--- src/rtl/cfq_pkg.sv ---
// ----------------------------------------------------------------------------
// cfq_pkg: shared types and codes of the circular FIFO queue
// Action and status codes, the cell control group and default sizes.
// ----------------------------------------------------------------------------
package cfq_pkg;

	localparam int DEPTH_DEF = 16;
	localparam int DATA_W    = 32;
	localparam int ACTION_W  = 2;
	localparam int STATUS_W  = 3;

	typedef enum logic [ACTION_W-1:0] {
		ACT_INSERT = 2'd0,
		ACT_DELETE = 2'd1,
		ACT_LIST   = 2'd2,
		ACT_NONE   = 2'd3
	} action_t;

	typedef enum logic [STATUS_W-1:0] {
		ST_INSERTED  = 3'd0,
		ST_OVERFLOW  = 3'd1,
		ST_DELETED   = 3'd2,
		ST_UNDERFLOW = 3'd3,
		ST_LISTED    = 3'd4,
		ST_EMPTY     = 3'd5
	} status_t;

	typedef enum logic [1:0] {
		S_IDLE = 2'b01,
		S_LIST = 2'b10
	} state_t;

	// Control for one cell of the chain.
	typedef struct packed {
		logic shift;
		logic load;
	} cell_ctl_t;

endpackage

--- src/rtl/cfq_cell.sv ---
// ----------------------------------------------------------------------------
// cfq_cell: one storage cell of the queue chain
// Holds one word; loads a new word or takes its neighbor's word on a shift.
// ----------------------------------------------------------------------------
module cfq_cell (
	input  logic                      clk,
	input  cfq_pkg::cell_ctl_t        ctl,
	input  logic [cfq_pkg::DATA_W-1:0] load_data,
	input  logic [cfq_pkg::DATA_W-1:0] next_data,
	output logic [cfq_pkg::DATA_W-1:0] data
);
	import cfq_pkg::*;

	logic [DATA_W-1:0] data_q;

	// A load takes priority over the shift, so the tail cell can refill during a rotation.
	always_ff @(posedge clk) begin
		if (ctl.load) begin
			data_q <= load_data;
		end else if (ctl.shift) begin
			data_q <= next_data;
		end
	end

	assign data = data_q;

endmodule

--- src/rtl/circular_fifo_queue.sv ---
// ----------------------------------------------------------------------------
// circular_fifo_queue: FIFO queue of unsigned words with insert, delete and list
// Words sit in a chain of cells, the oldest in the first cell.
// ----------------------------------------------------------------------------
// Usage:
//   The input channel (s_*) carries one action per item: s_tuser holds the
//   action code, s_tdata the word to insert. The output channel (m_*) carries
//   result items: m_tuser holds the status, m_tdata the word, m_tlast marks
//   the final result of an input item.
//   Inserts and deletes may follow back to back; the result appears on the
//   output register in the cycle after acceptance.
//   A list of N stored words enters the list state, then gives one result
//   per cycle while the receiver takes them, the chain rotating by one cell
//   each time, so that after N steps the words are back in order. No input is
//   taken during a list. An empty queue's list gives one result in the next cycle.
//   When the receiver stalls, the output register holds its item and the
//   block accepts nothing new until that item is taken.
//   Reset empties the queue and the output register; stored words are not
//   cleared, since a word is only read after it was written.
// ----------------------------------------------------------------------------
module circular_fifo_queue #(
	parameter int DEPTH = cfq_pkg::DEPTH_DEF
) (
	input  logic                         clk,
	input  logic                         arst_n,
	input  logic                         s_tvalid,
	output logic                         s_tready,
	input  logic [cfq_pkg::DATA_W-1:0]   s_tdata,  // [31:0] value
	input  logic [cfq_pkg::ACTION_W-1:0] s_tuser,  // [1:0] action
	output logic                         m_tvalid,
	input  logic                         m_tready,
	output logic [cfq_pkg::DATA_W-1:0]   m_tdata,  // [31:0] data
	output logic [cfq_pkg::STATUS_W-1:0] m_tuser,  // [2:0] status
	output logic                         m_tlast
);
	import cfq_pkg::*;

	localparam int CW = $clog2(DEPTH + 1);

	state_t            state_q;
	logic [CW-1:0]     count_q;
	logic [CW-1:0]     rem_q;
	logic              m_tvalid_q;
	logic [DATA_W-1:0] m_tdata_q;
	status_t           m_tuser_q;
	logic              m_tlast_q;

	logic              out_free;
	logic              in_acc;
	logic              is_full;
	logic              is_empty;
	logic              ins_go;
	logic              del_go;
	logic              rot_go;
	action_t           action;
	logic [DATA_W-1:0] head_data;
	logic [DATA_W-1:0] load_data;
	logic [DATA_W-1:0] cell_data [DEPTH];

	assign action   = action_t'(s_tuser);
	assign out_free = !m_tvalid_q || m_tready;
	assign s_tready = (state_q == S_IDLE) && out_free;
	assign in_acc   = s_tvalid && s_tready;
	assign is_full  = (count_q == CW'(DEPTH));
	assign is_empty = (count_q == '0);
	assign ins_go   = in_acc && (action == ACT_INSERT) && !is_full;
	assign del_go   = in_acc && (action == ACT_DELETE) && !is_empty;
	assign rot_go   = (state_q == S_LIST) && out_free;

	assign head_data = cell_data[0];
	assign load_data = rot_go ? head_data : s_tdata;

	for (genvar i = 0; i < DEPTH; i++) begin : g_cell
		cell_ctl_t         ctl;
		logic [DATA_W-1:0] next_data;

		// An insert fills the first free cell; a rotation refills the last used one.
		assign ctl.load  = (ins_go && (count_q == CW'(i))) ||
		                   (rot_go && (count_q == CW'(i + 1)));
		assign ctl.shift = del_go || rot_go;

		if (i == DEPTH - 1) begin : g_end
			assign next_data = '0;
		end else begin : g_mid
			assign next_data = cell_data[i + 1];
		end

		cfq_cell u_cell (
			.clk       (clk),
			.ctl       (ctl),
			.load_data (load_data),
			.next_data (next_data),
			.data      (cell_data[i])
		);
	end

	always_ff @(posedge clk or negedge arst_n) begin
		if (!arst_n) begin
			state_q    <= S_IDLE;
			count_q    <= '0;
			rem_q      <= '0;
			m_tvalid_q <= 1'b0;
		end else begin
			if (ins_go) begin
				count_q <= count_q + CW'(1);
			end else if (del_go) begin
				count_q <= count_q - CW'(1);
			end
			unique case (state_q)
				S_IDLE: begin
					if (in_acc) begin
						m_tvalid_q <= (action != ACT_NONE) &&
						              !((action == ACT_LIST) && !is_empty);
						if ((action == ACT_LIST) && !is_empty) begin
							state_q <= S_LIST;
							rem_q   <= count_q;
						end
					end else if (out_free) begin
						m_tvalid_q <= 1'b0;
					end
				end
				S_LIST: begin
					// While listing, a free output register always takes the next word.
					if (rot_go) begin
						m_tvalid_q <= 1'b1;
						rem_q      <= rem_q - CW'(1);
						if (rem_q == CW'(1)) begin
							state_q <= S_IDLE;
						end
					end
				end
				default: begin
					state_q <= S_IDLE;
				end
			endcase
		end
	end

	// Output payload.
	always_ff @(posedge clk) begin
		if (rot_go) begin
			m_tuser_q <= ST_LISTED;
			m_tdata_q <= head_data;
			m_tlast_q <= (rem_q == CW'(1));
		end else if (in_acc) begin
			m_tlast_q <= 1'b1;
			unique case (action)
				ACT_INSERT: begin
					m_tuser_q <= is_full ? ST_OVERFLOW : ST_INSERTED;
					m_tdata_q <= is_full ? '0 : s_tdata;
				end
				ACT_DELETE: begin
					m_tuser_q <= is_empty ? ST_UNDERFLOW : ST_DELETED;
					m_tdata_q <= is_empty ? '0 : head_data;
				end
				ACT_LIST: begin
					m_tuser_q <= ST_EMPTY;
					m_tdata_q <= '0;
				end
				ACT_NONE: begin
					m_tuser_q <= m_tuser_q;
					m_tdata_q <= m_tdata_q;
				end
			endcase
		end
	end

	assign m_tvalid = m_tvalid_q;
	assign m_tdata  = m_tdata_q;
	assign m_tuser  = m_tuser_q;
	assign m_tlast  = m_tlast_q;

endmodule

--- config.mk ---
export PLATFORM = sky130hd
export DESIGN_NAME = circular_fifo_queue
export DESIGN_NICKNAME = d
export VERILOG_FILES = /design/src/rtl/cfq_pkg.sv /design/src/rtl/cfq_cell.sv /design/src/rtl/circular_fifo_queue.sv
export SDC_FILE = /design/constraint.sdc
export NUM_CORES = 1
export LEC_CHECK = 0
export BUFFER_PORTS_ARGS = -buffer_cell sky130_fd_sc_hd__buf_2
export CELL_PAD_IN_SITES_DETAIL_PLACEMENT = 0
export CELL_PAD_IN_SITES_GLOBAL_PLACEMENT = 1
export CORE_ASPECT_RATIO = 0.9
export CORE_MARGIN = 5
export CORE_UTILIZATION = 53
export CTS_BUF_LIST = sky130_fd_sc_hd__clkbuf_8
export CTS_CLUSTER_SIZE = 25
export DETAILED_ROUTE_END_ITERATION = 12
export PLACE_DENSITY_LB_ADDON = 0.1
export SYNTH_ARGS = -nofsm -noshare
export SYNTH_HDL_FRONTEND = slang
export SYNTH_SLANG_ARGS = --single-unit
--- constraint.sdc ---
create_clock -name clk -period 7.2 [get_ports clk]
set_clock_uncertainty 0.1 [all_clocks]
set_input_delay 0.36 -clock clk [delete_from_list [all_inputs] [get_ports clk]]
set_output_delay 0.36 -clock clk [all_outputs]
set_load 0.005 [all_outputs]
==> metrics.txt <==
FP Rows=74; placed cell count=2543; Die Area=0.0503 mm²; most common library cell in the layout ignoring fill and taps=edfxtp_1; WP data required=7430 ps; largest stage delay on the critical path=790 ps; Syn-to-layout area delta=11.5%; most used flip-flop cell after synthesis=edfxtp_1; most area-consuming cells after synthesis=edfxtp_1, a21oi_1, nor2_1, nand2_1, mux2_4; CTS sink cnt=561; cells traversed along the worst timing path=inv_1, ha_1, nor4bb_2, nor4_2, nand2_1, o21ai_4, buf_4; total routing usage reported by global routing=26.1%; setup repair after global routing missed its margin=no; synthesis warning total=0; largest net degree at the start of global routing=65; initial detailed-routing violation count=1457; instance count of the mapped netlist=1970; min Tclk post-route=3810 ps; initial antenna violation count=0; sequential area share after synthesis=68.9%; count of instances resized after the clock tree is built=0; CTS tree=done; proportion of layout cells with a drive suffix above 1=15.7%; worst-path fanout max=19; Inserted Clock Buffers=93; max-slew violations=0; overall via count from detail_route=16000; number of endpoints with negative hold slack in the final report=0; flip-flop and latch count after synthesis=561; number of vias per cell after detailed routing=5.85; Cells on Worst Hold Path=4; Post-Syn Area=0.0243 mm²; Crit Path Category=flop to flop; latest clock arrival within the worst-skew pair=690 ps; residual DRC count=0; gp weighted congestion=0.810; number of cells on the critical path=7; worst endpoint data arrival time=4040 ps; launching element type of the critical path=flop; leakage dissipation=9.58 nW; filler-free cell count of the finished design=2743; area leader, netlist=edfxtp_1; Hold WS=70.7 ps; starting utilization of the core area=53.6%; Initial DRT Pass Iterations=6; H-tree depth reported by CTS=3; Die H=213 µm; share of async-settable or async-resettable flops after synthesis=2.32%; die width=236 µm; per-cell routed wire length=24.2 µm; commonest cells after routing, fill and taps aside=edfxtp_1, nor2_1, a21oi_1; IO Count=76; Tightest Hold Check Type=primary input to flop; clock transition time at the flip-flop clock pins of the worst setup and hold paths=60 ps; average cell area after synthesis=12.3 µm²; maximum achievable frequency=262 MHz; CP delay by family, top=simple AND/OR/NAND/NOR gates; worst-case setup margin in the final layout=3390 ps; transition time at the pin with the least slew margin=1320 ps; total chip power=7.58 mW; WP buf/inv=2; result of the run=complete, no violations; Port Buffer Count=75; total setup violations reported at the end of the flow=0; worst relative slew slack=9.53%; Setup TNS Final=0 ps; final clock period utilization by the worst path=53.0%; total power per unit cell area=279 mW/mm²; Core Area=0.0454 mm²; Yosys cell types=56; buffer depth of the longest clock path=3; Max Cap Violations=0; total half-perimeter wirelength after legalization and detailed placement=36.1 mm; number of antenna-violating nets in the routed design=0; Antenna Cells=0; Post-synth EDFFs=545; number of nets produced by synthesis=2021; area share of the leading cell type in the synthesized netlist=67.3%; global-route wire length before repair=97.8 mm; depth of the most critical reg-to-reg path=7; CTS root buf=clkbuf_8; grt ovf=0; worst-case vdd ir drop=0.152 mV; via count of the first global-routing pass=15400; number of nets in the final layout=2115; Final Routed Wirelength=66.3 mm; Setup Slack @ Placement=3320 ps; crit end category=flop; Worst path slowest cell=nor4_2
[path summary, 6_finish.rpt]
kind	endpoint	slack (ps)	from
max in group asynchronous	state_q[1]	5870	arst_n
setup reg to reg	g_cell[12].u_cell.data[15]	3390	count_q[0]
hold / removal	m_tuser[2]	70	s_tuser[1]
setup / recovery	g_cell[12].u_cell.data[15]	3390	count_q[0]
min in group asynchronous	state_q[0]	100	arst_n
hold reg to reg	m_tuser[0]	390	m_tuser[0]
[worst reg2reg max path, delay by kind of cell (launching register included)]
kind,cells,cell delay [ps]
AND/OR/NAND/NOR,3,1340
adder cells (fa/ha/maj),1,270
AO/OA/AOI/OAI,1,660
flip-flops,1,470
buffers and inverters,2,620
[Yosys cell counts, types with 2 or more instances]
cell type	number
nor2b_1	4
o31ai_1	4
nand4_1	3
ha_1	13
dfrtp_1	12
or4b_1	2
and3_1	4
nand2b_1	2
a31oi_1	3
inv_1	13
buf_6	7
nor3_1	5
a21oi_1	358
edfxtp_1	545
mux2i_1	34
mux2_2	35
a22o_1	32
buf_1	2
buf_2	73
xnor2_1	3
a211o_1	2
nand2_1	185
a21oi_4	7
clkbuf_1	46
o21ai_0	82
dfxtp_1	3
buf_12	3
o22a_1	2
mux2_4	30
nand3_1	11
nor2_1	399
buf_4	19
a21oi_2	4
[layer usage]
layer	global-route usage (%)	part of all wire [%]
met5	0	0
met4	6.59	2.1
met3	5.30	7.5
met2	43.0	48
met1	36.4	43
[flip-flops by register name, indices dropped and copies added (netlist names)]
signal and flops:
g_cell.u_cell.data 512, m_tdata 32, count_q 5, rem_q 5, m_tuser 3, state_q 2
m_tlast 1, m_tvalid 1
[final cells by class]
cell class	count	area (µm²)
Multi-Input combinational cell	1246	6900
Sequential cell	561	16800
Tap cell	608	761
Clock inverter	72	329
Fill cell	3781	18300
Inverter	13	48.8
Timing Repair Buffer	149	1020
Clock buffer	94	1290
[kinds of logic (layout without fill, tap and decap cells)]
family / Yosys count / count (layout) / share of synthesized area (%)
flip-flops: 561 / 561 / 68.9
AO/OA/AOI/OAI: 504 / 504 / 11.6
multiplexers: 99 / 99 / 4.87
XOR/XNOR: 4 / 4 / 0.144
AND/OR/NAND/NOR: 626 / 626 / 10.2
adder cells (fa/ha/maj): 13 / 13 / 0.669
buffers and inverters: 163 / 328 / 3.60
[where the power goes]
part / total, mW / leakage, nW / switching (mW) / internal [mW]
logic: 0.958 / 3.49 / 0.666 / 0.292
registers: 4.08 / 5.18 / 0.135 / 3.94
clock network: 2.54 / 0.908 / 1.29 / 1.25
[per-stage QoR]
| stage | util [%] | instance area [µm²] |
|---|---|---|
| global route | 59.7 | 27100 |
| global placement | 55.4 | 25100 |
| CTS | 59.7 | 27100 |
| finish | 59.7 | 27100 |
| detailed placement | 55.4 | 25100 |
| floorplan | - | 24300 |
[timing repair]
| action | in CTS | in global routing |
|---|---|---|
| hold endpoints to repair | 44 | 2 |
| setup buffers | 0 | 0 |
| hold buffers | 32 | 2 |
| endpoints found under the setup margin | 0 | 0 |
No activity file was read; power rests on OpenSTA's default activity.
